<file path="config.mk">
export PLATFORM = sky130hd
export DESIGN_NAME = retransmitting_message_queue
export DESIGN_NICKNAME = d
export VERILOG_FILES = /design/src/sv/rmq_pkg.sv /design/src/sv/retransmitting_message_queue.sv /design/src/sv/rmq_front.sv /design/src/sv/rmq_job_fifo.sv /design/src/sv/rmq_back.sv
export SDC_FILE = /design/constraint.sdc
export NUM_CORES = 1
export LEC_CHECK = 0
export CORE_ASPECT_RATIO = 0.5
export CORE_MARGIN = 5
export CORE_UTILIZATION = 57
export DETAILED_ROUTE_END_ITERATION = 10
export DONT_BUFFER_PORTS = 1
export PLACE_DENSITY = 0.83
export RECOVER_POWER = 100
export SYNTH_ARGS = -nofsm -noshare
export SYNTH_HDL_FRONTEND = slang
export SYNTH_SLANG_ARGS = --single-unit
export TNS_END_PERCENT = 20
</file>
<file path="constraint.sdc">
create_clock -name i_clk -period 4.6 [get_ports i_clk]
set_input_delay 0.46 -clock i_clk [delete_from_list [all_inputs] [get_ports i_clk]]
set_output_delay 0.46 -clock i_clk [all_outputs]
set_load 0.02 [all_outputs]
</file>
<file path="src/sv/rmq_pkg.sv">
// Shared types, codes and sizes for the retransmitting message queue.
package rmq_pkg;

    localparam int QUEUE_DEPTH_DEF = 16;
    localparam int MAX_ARGS        = 2;
    localparam int JOB_DEPTH       = 2;
    localparam int BYTE_W          = 8;
    localparam int CMD_W           = 3;
    localparam int NARG_W          = 2;
    localparam int COUNT_W         = 5;
    localparam int CFG_IDX_W       = 2;

    localparam logic [BYTE_W-1:0] FAST_RETRY_RST = 8'd5;
    localparam logic [BYTE_W-1:0] GIVE_UP_RST    = 8'd16;
    localparam logic [BYTE_W-1:0] ACK_CODE_RST   = 8'd0;
    localparam logic [BYTE_W-1:0] TICKS_MAX      = 8'd255;

    typedef enum logic [CMD_W-1:0] {
        CMD_SEND        = 3'd0,
        CMD_ACK         = 3'd1,
        CMD_TICK        = 3'd2,
        CMD_CLEAR       = 3'd3,
        CMD_RECONNECT   = 3'd4,
        CMD_FORCE_ERROR = 3'd5
    } t_cmd;

    typedef enum logic [1:0] {
        LINK_RUNNING = 2'd0,
        LINK_PENDING = 2'd1,
        LINK_ERROR   = 2'd2
    } t_link;

    typedef enum logic [CFG_IDX_W-1:0] {
        CFG_FAST_RETRY = 2'd0,
        CFG_GIVE_UP    = 2'd1,
        CFG_ACK_CODE   = 2'd2
    } t_cfg_idx;

    typedef enum logic {
        FS_IDLE = 1'b0,
        FS_READ = 1'b1
    } t_front_state;

    typedef enum logic {
        JOB_STATUS = 1'b0,
        JOB_FRAME  = 1'b1
    } t_job_kind;

    typedef struct packed {
        logic [CMD_W-1:0]  command;
        logic [BYTE_W-1:0] msg_code;
        logic [BYTE_W-1:0] arg_first;
        logic [BYTE_W-1:0] arg_second;
        logic [NARG_W-1:0] arg_count;
    } t_in_item;

    typedef struct packed {
        logic               byte_valid;
        logic [BYTE_W-1:0]  tx_byte;
        logic               frame_last;
        logic [1:0]         link_state;
        logic [COUNT_W-1:0] queue_count;
        logic               push_dropped;
    } t_out_item;

    // One stored frame: code, argument bytes, argument count, sequence number
    typedef struct packed {
        logic [BYTE_W-1:0] code;
        logic [BYTE_W-1:0] arg_first;
        logic [BYTE_W-1:0] arg_second;
        logic [NARG_W-1:0] nargs;
        logic [BYTE_W-1:0] seq;
    } t_entry;

    typedef struct packed {
        logic [1:0]         link_state;
        logic [COUNT_W-1:0] queue_count;
        logic               push_dropped;
    } t_status;

    typedef struct packed {
        t_job_kind kind;
        t_entry    entry;
        t_status   status;
    } t_job;

endpackage

</file>
<file path="src/sv/retransmitting_message_queue.sv">
// Top level: stop-and-wait sender with a frame queue and retry timer.
// Path: job queue, then output register; a frame from the store first passes the registered store read.
// Throughput: one result item per cycle from the output register while the output is not stalled;
// a command yields 1 to 4 items. The front end takes a command every cycle while the two-entry job
// queue has room, but stalls while it reads the frame store.
// Reset: synchronous, active low; clears queue pointers, counters and link state and loads the
// register defaults. The frame store is not cleared.
module retransmitting_message_queue #(
    parameter int QUEUE_DEPTH = rmq_pkg::QUEUE_DEPTH_DEF
) (
    input  logic                          i_clk,
    input  logic                          i_rst_n,
    input  logic                          i_in_valid,
    input  rmq_pkg::t_in_item             i_in_item,
    output logic                          o_in_stall,
    output logic                          o_out_valid,
    output rmq_pkg::t_out_item            o_out_item,
    input  logic                          i_out_stall,
    input  logic                          i_cfg_we,
    input  logic [rmq_pkg::CFG_IDX_W-1:0] i_cfg_idx,
    input  logic [rmq_pkg::BYTE_W-1:0]    i_cfg_data
);
    import rmq_pkg::*;

    logic job_push, job_full, job_avail, job_pop;
    t_job push_job, head_job;

    rmq_front #(
        .QUEUE_DEPTH(QUEUE_DEPTH)
    ) u_front (
        .i_clk      (i_clk),
        .i_rst_n    (i_rst_n),
        .i_in_valid (i_in_valid),
        .i_in_item  (i_in_item),
        .o_in_stall (o_in_stall),
        .i_cfg_we   (i_cfg_we),
        .i_cfg_idx  (i_cfg_idx),
        .i_cfg_data (i_cfg_data),
        .i_job_full (job_full),
        .o_job_push (job_push),
        .o_job      (push_job)
    );

    rmq_job_fifo u_fifo (
        .i_clk   (i_clk),
        .i_rst_n (i_rst_n),
        .i_push  (job_push),
        .i_job   (push_job),
        .i_pop   (job_pop),
        .o_full  (job_full),
        .o_avail (job_avail),
        .o_job   (head_job)
    );

    rmq_back u_back (
        .i_clk       (i_clk),
        .i_rst_n     (i_rst_n),
        .i_job_avail (job_avail),
        .i_job       (head_job),
        .o_job_pop   (job_pop),
        .o_out_valid (o_out_valid),
        .o_out_item  (o_out_item),
        .i_out_stall (i_out_stall)
    );

endmodule

</file>
<file path="src/sv/rmq_front.sv">
// Front end: takes commands, keeps the frame store and link state, issues transmit jobs.
module rmq_front #(
    parameter int QUEUE_DEPTH = rmq_pkg::QUEUE_DEPTH_DEF
) (
    input  logic                                i_clk,
    input  logic                                i_rst_n,
    input  logic                                i_in_valid,
    input  rmq_pkg::t_in_item                   i_in_item,
    output logic                                o_in_stall,
    input  logic                                i_cfg_we,
    input  logic [rmq_pkg::CFG_IDX_W-1:0]       i_cfg_idx,
    input  logic [rmq_pkg::BYTE_W-1:0]          i_cfg_data,
    input  logic                                i_job_full,
    output logic                                o_job_push,
    output rmq_pkg::t_job                       o_job
);
    import rmq_pkg::*;

    localparam int IW = (QUEUE_DEPTH > 1) ? $clog2(QUEUE_DEPTH) : 1;
    localparam int FW = $clog2(QUEUE_DEPTH + 1);

    t_front_state      r_state, n_state;
    logic [IW-1:0]     r_head, n_head;
    logic [FW-1:0]     r_fill, n_fill;
    logic [BYTE_W-1:0] r_seq, n_seq;
    logic [BYTE_W-1:0] r_ticks, n_ticks;
    t_link             r_link, n_link;
    t_status           r_pend_status, n_pend_status;
    logic [BYTE_W-1:0] r_fast, r_give, r_ack_code;

    t_entry            r_mem [QUEUE_DEPTH];
    t_entry            r_rd_data;

    logic              accept;
    logic              mem_we;
    logic              go_read;
    logic [FW:0]       tail_sum;
    logic [IW-1:0]     tail;
    logic [IW-1:0]     head_inc;
    logic [NARG_W-1:0] na;
    t_entry            in_entry;
    t_entry            ack_entry;
    t_entry            direct_entry;
    logic              direct_frame;
    logic              dropped;
    t_status           status;

    assign tail_sum = (FW+1)'(r_head) + (FW+1)'(r_fill);
    assign tail     = (tail_sum >= (FW+1)'(QUEUE_DEPTH))
                    ? IW'(tail_sum - (FW+1)'(QUEUE_DEPTH)) : IW'(tail_sum);
    assign head_inc = (r_head == IW'(QUEUE_DEPTH - 1)) ? '0 : r_head + 1'b1;

    // Clamp the argument count and zero the bytes it does not cover
    assign na = (i_in_item.arg_count > NARG_W'(MAX_ARGS))
              ? NARG_W'(MAX_ARGS) : i_in_item.arg_count;
    always_comb begin
        in_entry.code       = i_in_item.msg_code;
        in_entry.arg_first  = (na > 2'd0) ? i_in_item.arg_first  : '0;
        in_entry.arg_second = (na > 2'd1) ? i_in_item.arg_second : '0;
        in_entry.nargs      = na;
        in_entry.seq        = r_seq;
        ack_entry.code       = r_ack_code;
        ack_entry.arg_first  = '0;
        ack_entry.arg_second = '0;
        ack_entry.nargs      = '0;
        ack_entry.seq        = '0;
    end

    assign o_in_stall = !(r_state == FS_IDLE && !i_job_full);
    assign accept     = i_in_valid && !o_in_stall;

    always_comb begin
        n_state       = r_state;
        n_head        = r_head;
        n_fill        = r_fill;
        n_seq         = r_seq;
        n_ticks       = r_ticks;
        n_link        = r_link;
        n_pend_status = r_pend_status;
        mem_we        = 1'b0;
        go_read       = 1'b0;
        direct_frame  = 1'b0;
        direct_entry  = in_entry;
        dropped       = 1'b0;
        o_job_push    = 1'b0;
        o_job         = '0;

        if (accept) begin
            case (i_in_item.command)
                CMD_SEND: begin
                    n_link = LINK_PENDING;
                    n_seq  = r_seq + 1'b1;
                    if (r_fill >= FW'(QUEUE_DEPTH)) begin
                        dropped = 1'b1;
                    end else begin
                        mem_we = 1'b1;
                        n_fill = r_fill + 1'b1;
                        // Only entry: transmit straight from the command
                        if (r_fill == '0) begin
                            direct_frame = 1'b1;
                        end
                    end
                end
                CMD_ACK: begin
                    n_ticks = '0;
                    if (r_fill != '0) begin
                        n_head = head_inc;
                        n_fill = r_fill - 1'b1;
                    end
                    if (r_fill > FW'(1)) begin
                        go_read = 1'b1;
                    end else begin
                        n_link = LINK_RUNNING;
                    end
                end
                CMD_TICK: begin
                    if (r_fill != '0) begin
                        if (r_ticks != '0) begin
                            if (r_ticks < r_fast || (r_ticks < r_give && !r_ticks[0])) begin
                                go_read = 1'b1;
                            end else if (r_ticks >= r_give) begin
                                n_link = LINK_ERROR;
                            end
                        end
                        if (r_ticks != TICKS_MAX) begin
                            n_ticks = r_ticks + 1'b1;
                        end
                    end
                end
                CMD_CLEAR: begin
                    n_head = '0;
                    n_fill = '0;
                end
                CMD_RECONNECT: begin
                    n_link       = LINK_RUNNING;
                    n_seq        = 8'd1;
                    n_ticks      = '0;
                    direct_frame = 1'b1;
                    direct_entry = ack_entry;
                end
                CMD_FORCE_ERROR: begin
                    n_link = LINK_ERROR;
                end
                default: begin
                end
            endcase
        end

        status.link_state   = n_link;
        status.queue_count  = COUNT_W'(n_fill);
        status.push_dropped = dropped;

        case (r_state)
            FS_IDLE: begin
                if (accept) begin
                    if (go_read) begin
                        n_pend_status = status;
                        n_state       = FS_READ;
                    end else begin
                        o_job_push   = 1'b1;
                        o_job.kind   = direct_frame ? JOB_FRAME : JOB_STATUS;
                        o_job.entry  = direct_entry;
                        o_job.status = status;
                    end
                end
            end
            FS_READ: begin
                o_job_push   = 1'b1;
                o_job.kind   = JOB_FRAME;
                o_job.entry  = r_rd_data;
                o_job.status = r_pend_status;
                n_state      = FS_IDLE;
            end
            default: begin
                n_state = FS_IDLE;
            end
        endcase
    end

    always_ff @(posedge i_clk) begin
        if (!i_rst_n) begin
            r_state    <= FS_IDLE;
            r_head     <= '0;
            r_fill     <= '0;
            r_seq      <= '0;
            r_ticks    <= '0;
            r_link     <= LINK_RUNNING;
            r_fast     <= FAST_RETRY_RST;
            r_give     <= GIVE_UP_RST;
            r_ack_code <= ACK_CODE_RST;
        end else begin
            r_state <= n_state;
            r_head  <= n_head;
            r_fill  <= n_fill;
            r_seq   <= n_seq;
            r_ticks <= n_ticks;
            r_link  <= n_link;
            if (i_cfg_we) begin
                case (i_cfg_idx)
                    CFG_FAST_RETRY: r_fast     <= i_cfg_data;
                    CFG_GIVE_UP:    r_give     <= i_cfg_data;
                    CFG_ACK_CODE:   r_ack_code <= i_cfg_data;
                    default: begin
                    end
                endcase
            end
        end
    end

    always_ff @(posedge i_clk) begin
        r_pend_status <= n_pend_status;
    end

    // Frame store: one write port at the tail, one registered read at the head
    always_ff @(posedge i_clk) begin
        if (mem_we) begin
            r_mem[tail] <= in_entry;
        end
        if (go_read) begin
            r_rd_data <= r_mem[n_head];
        end
    end

endmodule

</file>
<file path="src/sv/rmq_job_fifo.sv">
// Short job queue between the front end and the byte sender.
module rmq_job_fifo (
    input  logic          i_clk,
    input  logic          i_rst_n,
    input  logic          i_push,
    input  rmq_pkg::t_job i_job,
    input  logic          i_pop,
    output logic          o_full,
    output logic          o_avail,
    output rmq_pkg::t_job o_job
);
    import rmq_pkg::*;

    localparam int PW = (JOB_DEPTH > 1) ? $clog2(JOB_DEPTH) : 1;
    localparam int CW = $clog2(JOB_DEPTH + 1);

    t_job          r_buf [JOB_DEPTH];
    logic [PW-1:0] r_wr, r_rd;
    logic [CW-1:0] r_cnt;
    logic          do_push, do_pop;

    assign o_full  = (r_cnt == CW'(JOB_DEPTH));
    assign o_avail = (r_cnt != '0);
    assign o_job   = r_buf[r_rd];
    assign do_push = i_push && !o_full;
    assign do_pop  = i_pop && o_avail;

    always_ff @(posedge i_clk) begin
        if (!i_rst_n) begin
            r_wr  <= '0;
            r_rd  <= '0;
            r_cnt <= '0;
        end else begin
            if (do_push) begin
                r_wr <= (r_wr == PW'(JOB_DEPTH - 1)) ? '0 : r_wr + 1'b1;
            end
            if (do_pop) begin
                r_rd <= (r_rd == PW'(JOB_DEPTH - 1)) ? '0 : r_rd + 1'b1;
            end
            if (do_push && !do_pop) begin
                r_cnt <= r_cnt + 1'b1;
            end else if (do_pop && !do_push) begin
                r_cnt <= r_cnt - 1'b1;
            end
        end
    end

    always_ff @(posedge i_clk) begin
        if (do_push) begin
            r_buf[r_wr] <= i_job;
        end
    end

endmodule

</file>
<file path="src/sv/rmq_back.sv">
// Byte sender: walks each frame job one byte per transfer into the output register; a status job gives one item.
module rmq_back (
    input  logic              i_clk,
    input  logic              i_rst_n,
    input  logic              i_job_avail,
    input  rmq_pkg::t_job     i_job,
    output logic              o_job_pop,
    output logic              o_out_valid,
    output rmq_pkg::t_out_item o_out_item,
    input  logic              i_out_stall
);
    import rmq_pkg::*;

    logic [1:0] r_idx, n_idx;
    logic       r_out_valid;
    t_out_item  r_out_item;
    t_out_item  item;
    logic       load;
    logic       last;

    assign load = !r_out_valid || !i_out_stall;

    always_comb begin
        item.link_state   = i_job.status.link_state;
        item.queue_count  = i_job.status.queue_count;
        item.push_dropped = i_job.status.push_dropped;
        last              = 1'b1;
        item.byte_valid   = 1'b0;
        item.tx_byte      = '0;
        if (i_job.kind == JOB_FRAME) begin
            item.byte_valid = 1'b1;
            last            = (r_idx == i_job.entry.nargs + 2'd1);
            if (r_idx == 2'd0) begin
                item.tx_byte = i_job.entry.code;
            end else if (r_idx <= i_job.entry.nargs) begin
                item.tx_byte = (r_idx == 2'd1) ? i_job.entry.arg_first
                                               : i_job.entry.arg_second;
            end else begin
                item.tx_byte = i_job.entry.seq;
            end
        end
        item.frame_last = last;

        o_job_pop = load && i_job_avail && last;
        n_idx     = r_idx;
        if (load && i_job_avail) begin
            n_idx = last ? 2'd0 : r_idx + 2'd1;
        end
    end

    always_ff @(posedge i_clk) begin
        if (!i_rst_n) begin
            r_idx       <= '0;
            r_out_valid <= 1'b0;
        end else begin
            r_idx <= n_idx;
            if (load) begin
                r_out_valid <= i_job_avail;
            end
        end
    end

    always_ff @(posedge i_clk) begin
        if (load && i_job_avail) begin
            r_out_item <= item;
        end
    end

    assign o_out_valid = r_out_valid;
    assign o_out_item  = r_out_item;

endmodule

</file>
==> results of run 1 <==
## flip-flops by register name, summed over array words and instances (netlist names), 4 cells and up, named ones only
signal,flops
u_front.r_mem,544
u_front.r_give,8
u_front.r_ticks,8
u_front.r_fill,5
u_front.r_pend_status,8
u_front.r_rd_data,34
u_fifo.r_buf,86
u_front.r_ack_code,8
u_front.r_fast,8
u_back.o_out_item,18
u_front.r_head,4
u_front.r_seq,8
## final cells by class
type                            instances  area [um2]  area share (%)
Multi-Input combinational cell       1485        8050           23.90
Antenna cell                            5       12.51         0.03715
Sequential cell                       750       21920           65.10
Tap cell                              713       892.1           2.649
Timing Repair Buffer                   72       618.1           1.835
Inverter                               31       116.4          0.3455
Clock buffer                           86        1790           5.317
Clock inverter                         30       275.3          0.8174
## per-stage QoR
stage	power, mW	area (um2)
3_3_place_gp	8.817	31680
2_1_floorplan	8.605	30680
6_report	14.12	33680
3_5_place_dp	8.852	31680
5_1_grt	14.56	33670
4_1_cts	14.16	33860
## worst max-delay path: stages, from the launching register on
cell and delay (ns):
dfxtp_1 0.44, nor2b_1 0.19, nor2_1 0.25, clkbuf_1 0.26, nand2_1 0.23, nor2_1 0.20
nand3_1 0.28, nor2_1 1.29, clkbuf_2 0.62
## layout by cell type (no fill, tap or decap), types with 9 or more instances in the layout
master / instances
a211oi_1: 17
a21oi_1: 24
a22o_1: 30
and2_0: 14
and3_1: 9
buf_12: 11
buf_4: 23
clkbuf_1: 33
clkbuf_16: 69
clkbuf_2: 11
clkinv_1: 15
dfxtp_1: 59
dlygate4sd3_1: 11
edfxtp_1: 690
ha_1: 30
inv_1: 31
mux2_2: 9
mux2i_1: 43
nand2_1: 55
nand3_1: 11
nor2_1: 594
nor2b_1: 41
nor3_1: 403
nor3_2: 10
nor4_1: 32
o21ai_0: 36
## cell usage after synthesis, drive strengths merged, types with 3 or more instances
cell type,number,area [um2]
nor4,35,244.0
nand3,11,55.05
a22oi,3,22.52
o31ai,4,30.03
mux4,8,180.2
nor2b,41,259.0
a21o,3,22.52
a31oi,3,18.77
and2,22,137.6
nand2b,10,70.06
o21bai,3,22.52
mux2i,43,430.4
a2111oi,3,45.05
a21oi,25,125.1
a21boi,3,22.52
o211ai,3,22.52
clkbuf,64,251.5
nand2,55,206.5
inv,31,116.4
nor2,603,2268
nor3,413,2117
mux2,9,101.4
a211oi,17,127.6
o21ai,37,185.2
nand4,5,31.28
edfxtp,690,20720
xor2,8,70.07
xnor2,8,70.07
or3,5,31.28
a22o,30,262.8
buf,77,419.2
and3,9,56.30
nand3b,3,22.52
o221a,6,67.56
ha,30,375.4
dfxtp,60,1201
o21a,3,22.52
## logic make-up after synthesis
group / share of synthesized area [%]
AO/OA/AOI/OAI: 3.695
XOR/XNOR: 0.4568
adder cells (fa/ha/maj): 1.289
buffers and inverters: 2.565
flip-flops: 71.45
multiplexers: 2.320
AND/OR/NAND/NOR: 18.23
## metal layers
| layer | track usage, % | vias up | part of all wire, % |
|---|---|---|---|
| met3 | 8.366 | 235 | 14 |
| met1 | 33.41 | 9666 | 36 |
| li1 | - | 8746 | - |
| met4 | 9.940 | 4 | 3.8 |
| met2 | 39.18 | 1454 | 46 |
| met5 | 0 | - | 0.034 |
## power by group through the flow
stage	sequential, mW	clock (mW)	combinational [mW]
global placement	8.06	0	0.756
detailed placement	8.07	0	0.780
finish	7.92	5.40	0.804
global route	7.94	5.74	0.881
CTS	7.93	5.42	0.812
floorplan	8.03	0	0.574
## what timing repair did
action,4_1_cts,5_1_grt
endpoints found under the setup margin,0,0
hold buffers,11,0
hold endpoints to repair,155,0
## worst max-delay path by stage
| stage | from | to | cells after the start |
|---|---|---|---|
| after floorplan | u_front.r_fill[1]$_SDFF_PN0_ | u_fifo.r_buf[0][0]$_DFFE_PP_ | 7 |
| after global placement | u_front.r_fill[1]$_SDFF_PN0_ | u_front.r_rd_data[14]$_DFFE_PP_ | 10 |
| after detailed placement | u_front.r_fill[1]$_SDFF_PN0_ | u_front.r_rd_data[21]$_DFFE_PP_ | 10 |
| after CTS | u_front.r_fill[1]$_SDFF_PN0_ | u_front.r_rd_data[27]$_DFFE_PP_ | 11 |
| after global routing | u_front.r_fill[1]$_SDFF_PN0_ | u_front.r_rd_data[22]$_DFFE_PP_ | 10 |
| final | u_fifo.r_cnt[0]$_SDFFE_PN0P_ | u_front.r_mem[3][33]$_DFFE_PP_ | 8 |
==> flow_summary_export.csv, run 1 <==
group,metric,value,unit
clock_tree,cts_root_buf,"clkbuf_16",
clock_tree,clkSlewWorstSetupHoldPaths,0.06,ns
pwr,p_sw,3.139,mW
die,initial_utilization,57.32,%
route,post_drt_wl_per_cell,23.89,um
pwr,clkPwrFrac,38.2,%
logic_synthesis,synthesis.area,30680,um2
pwr,p_per_area,419.3,nW/um2
sta,fmax,241.6,MHz
layout,final_layout_size_suffix_gt1_share,7.661,%
place,portBuffers,0,
logic_synthesis,synth_cell_types,68,
worst_setup_path,path_class,"flop to flop",
die,ios,64,
sta,worst_slack,0.4614,ns
logic_synthesis,ys_seq_elements,750,
pwr,intPower,10.98,mW
clock_tree,cts_sinks,750,
global_route,grt_pass1_vias,19560,
sta,finalSetupViolCount,0,
clock_tree,cts.path.max_buffers,3,
layout,syn2layout_area_growth,9.767,%
global_route,grt_pass1_wl,114500,um
sta,hold_viol_final,0,
flow_run,drv_cap,8,
logic_synthesis,synthFlopType,"edfxtp_1",
logic_synthesis,synth_nets,2482,
die,die_width,338.1,um
sta,setup_tns,0,ns
pwr,seqPwrFrac,56.1,%
place,dp_hpwl,42110,um
logic_synthesis,syn_area_per_cell,12.75,um2
hold_path,worstHoldStart,"i_rst_n",
sta,finalCriticalPeriod,4.139,ns
hold_path,whs_path_depth,1,
clock_tree,cts_tree,"yes",
logic_synthesis,ys_warn_count,0,
logic_synthesis,syn_inst,2407,
die,rows,60,
status,violations,"max-capacitance violations, max-slew violations",
layout,finalNetCount,2481,
worst_setup_path,reg2reg_setup_slack,0.46,ns
layout,fin_util,62.92,%
clock_tree,numCtsBuffers,66,
clock_tree,cts_setup_buffers,0,
logic_synthesis,seq_area_frac_synth,71.45,%
clock_tree,clk_latency,0.60,ns
route,drcViolationCount,0,
layout,n_fill_cell,3594,
pwr,max-vdd-ir-drop,0.2598,mV
sta,whs,0.01549,ns
place,dp_slack,1.044,ns
hold_path,holdPathEnd,"u_back.r_idx[0]$_SDFFE_PN0P_",
worst_setup_path,critPathCaptureType,"flop",
clock_tree,cts.htree.levels,3,
worst_setup_path,reg2reg_from,"u_fifo.r_cnt[0]$_SDFFE_PN0P_",
logic_synthesis,synth_edf_count,690,
worst_setup_path,crit_fanout,13,
pwr,switching_share,22.23,%
pwr,power_frac_comb,5.7,%
worst_setup_path,worstPathArrival,4.36,ns
route,first_pass_iters,8,
hold_path,hold_class,"primary input to flop",
worst_setup_path,r2r_cells,8,
route,vias,20110,
sta,fin_skew,0.02422,ns
worst_setup_path,rr_endpoint,"u_front.r_mem[3][33]$_DFFE_PP_",
worst_setup_path,required,4.83,ns
die,die-area,58850,um2
worst_setup_path,crit_path_start_kind,"flop",
layout,instances_no_fill,3172,
clock_tree,cts_resized,0,
route,detailedRoute.firstIterationViolations,3030,
global_route,antenna_found_initial,4,
global_route,grt_max_degree,136,
status,status,"finished, violations left",
die,core_area,53530,um2
route,wirelength,75790,um
route,via_per_inst,6.338,
place,dpl.cell_count,3040,
route,ant_nets,0,
sta,slew_viol_final,118,
logic_synthesis,synth_async_sr_flop_share,0,%
sta,slew_headroom,-18.47,%
die,fp.dieH,174.1,um
place,gp_congestion,0.8760,
sta,tightest_slew,1.758,ns
pwr,p_leak,11.54,nW
sta,fin_crit_sh,89.97,%
global_route,grt.total_usage,25.24,%
global_route,overflow,0,
sta,rsz0062_at_grt,"no",
No activity file was read; power rests on OpenSTA's default activity.
==> run 2, diff against run 1 <==
- CELL_PAD_IN_SITES_DETAIL_PLACEMENT: default -> 1
- CELL_PAD_IN_SITES_GLOBAL_PLACEMENT: default -> 1
- CORE_UTILIZATION: 57 -> 48
- PLACE_DENSITY: 0.83 -> 0.84
- RECOVER_POWER: 100 -> default
==> flow_summary_export.csv, run 2 (synthesis results as in run 1) <==
group,metric,value,unit
place,gp_congestion,0.8245,
worst_setup_path,required,4.94,ns
layout,multi_input_area,8154,um2
clock_tree,cts.path.max_buffers,3,
sta,hold_viol_final,0,
layout,biggestRegsByFlops,"u_front.r_mem: 544 flops, u_fifo.r_buf: 86 flops, u_front.r_rd_data: 34 flops",
sta,finalSetupViolCount,0,
clock_tree,cts_sinks,750,
place,portBuffers,0,
sta,slew_viol_final,0,
global_route,overflow,0,
global_route,antenna_found_initial,8,
die,die_width,367.5,um
route,detailedRoute.firstIterationViolations,3015,
worst_setup_path,rr_endpoint,"u_front.r_rd_data[8]$_DFFE_PP_",
global_route,grt.total_usage,28.23,%
hold_path,hold_class,"primary input to flop",
clock_tree,clkSlewWorstSetupHoldPaths,0.07,ns
layout,finalNetCount,2482,
route,vias,21590,
worst_setup_path,reg2reg_from,"u_front.r_fill[1]$_SDFF_PN0_",
layout,final_layout_size_suffix_gt1_share,9.390,%
status,status,"completed",
sta,tightest_slew,1.192,ns
layout,mostFrequentLayoutCells,"690 x edfxtp_1, 585 x nor2_1, 403 x nor3_1, 71 x clkbuf_16, 58 x dfxtp_1",
layout,n_fill_cell,6151,
route,post_drt_wl_per_cell,30.32,um
worst_setup_path,crit_fanout,58,
sta,fin_skew,0.03132,ns
route,wirelength,100100,um
global_route,grt_pass1_vias,22420,
worst_setup_path,path_class,"flop to flop",
sta,fin_crit_sh,91.52,%
route,via_per_inst,6.539,
die,core_area,63190,um2
clock_tree,cts_root_buf,"clkbuf_16",
place,dp_hpwl,51370,um
sta,finalCriticalPeriod,4.210,ns
place,placed_area,31900,um2
route,ant_nets,0,
global_route,grt_pass1_wl,146900,um
die,ios,64,
layout,ff_latch_area,21920,um2
route,drcViolationCount,0,
pwr,p_per_area,428.2,nW/um2
layout,layout_commonest_cell,"edfxtp_1",
layout,fin_util,54.13,%
sta,rsz0062_at_grt,"no",
worst_setup_path,worstPathArrival,4.55,ns
clock_tree,cts_tree,"yes",
pwr,p_leak,11.68,nW
worst_setup_path,critPathCaptureType,"flop",
worst_setup_path,r2r_cells,10,
hold_path,holdPathEnd,"u_front.r_seq[0]$_SDFFE_PN0P_",
flow_run,drv_cap,0,
clock_tree,clk_latency,0.61,ns
sta,slew_headroom,20.40,%
die,rows,65,
hold_path,worstHoldStart,"i_rst_n",
global_route,grt_max_degree,83,
die,fp.dieH,188.8,um
clock_tree,numCtsBuffers,68,
worst_setup_path,crit_path_start_kind,"flop",
sta,fmax,237.5,MHz
layout,top_register,"u_front.r_mem",
layout,syn2layout_area_growth,11.49,%
pwr,max-vdd-ir-drop,0.2449,mV
layout,finalInstanceArea,34210,um2
layout,largest_reg_flops,544,
hold_path,whs_path_depth,1,
route,first_pass_iters,7,
sta,setup_tns,0,ns
clock_tree,cts.htree.levels,3,
clock_tree,cts_setup_buffers,0,
worst_setup_path,reg2reg_setup_slack,0.39,ns
die,initial_utilization,48.55,%
die,die-area,69380,um2
pwr,power,14.65,mW
-- run 2: cell count changes in the layout (fill, tap and decap cells not counted), moves of 11 or more --
cell / previous run / this run
buf_4: 23 / 43
clkbuf_1: 33 / 15
and2_0: 14 / 0
and2_1: 7 / 21
clkbuf_2: 11 / 0
nor2_4: 5 / 16
-- run 2: where the power goes --
group | internal [mW] | total (mW) | switching, mW
clock network | 3.17 | 5.84 | 2.68
logic | 0.287 | 0.867 | 0.580
registers | 7.72 | 7.94 | 0.217
total | 11.2 | 14.6 | 3.47
-- run 2: timing repair --
action | 4_1_cts | 5_1_grt
setup endpoints to repair | 0 | 0
hold endpoints to repair | 153 | 1
hold buffers | 10 | 1
gates resized for setup | 0 | 0
-- run 2: worst max-delay path by stage --
stage	startpoint	endpoint	slack [ns]	cells past startpoint
finish	u_front.r_fill[1]$_SDFF_PN0_	u_front.r_rd_data[8]$_DFFE_PP_	0.39	10
global route	u_front.r_fill[1]$_SDFF_PN0_	u_front.r_rd_data[25]$_DFFE_PP_	0.35	10
CTS	u_front.r_fill[1]$_SDFF_PN0_	u_front.r_rd_data[8]$_DFFE_PP_	0.52	10
detailed placement	u_front.r_fill[1]$_SDFF_PN0_	u_front.r_rd_data[8]$_DFFE_PP_	0.74	10
global placement	u_front.r_fill[1]$_SDFF_PN0_	u_fifo.r_buf[1][30]$_DFFE_PP_	1.02	8
floorplan	u_front.r_fill[1]$_SDFF_PN0_	u_fifo.r_buf[0][0]$_DFFE_PP_	0.31	7
-- run 2: cell type report --
class	instances	share of cell area, %
timing repair buffer	71	2.261
inverter	31	0.3402
antenna	5	0.03658
multi-input combinational	1485	23.84
clock buffer	88	5.439
sequential	750	64.09
tap	837	3.062
clock inverter	35	0.9327
-- run 2: routing by layer --
metal | GRT usage (%) | up-vias | share of wire (%) | routed length [um]
met5 | 0 | - | 0.016 | 16
met1 | 35.16 | 10700 | 35 | 35370
met3 | 7.320 | 436 | 12 | 12190
met4 | 14.16 | 2 | 5.6 | 5628
met2 | 46.15 | 1696 | 47 | 46910
li1 | - | 8763 | - | -
-- run 2: metrics by stage --
stage               setup WS (ns)  hold WS (ns)  cells
floorplan                  0.3131        0.4428   2407
global placement            1.021        0.4731   3163
detailed placement         0.7424        0.4838   3163
CTS                        0.5196      0.001152   3296
global route               0.3464      0.005161   3300
finish                     0.3899       0.02488   3302
-- run 2: worst max-delay path: stages (launching register included) --
cell	delay, ns
dfxtp_1	0.49
inv_1	0.14
ha_1	0.26
nor4b_4	0.19
a2111oi_4	0.50
o32a_2	0.86
buf_12	0.36
nor2_1	0.10
nor3_1	0.27
nor3_1	0.14
nor4_1	0.56
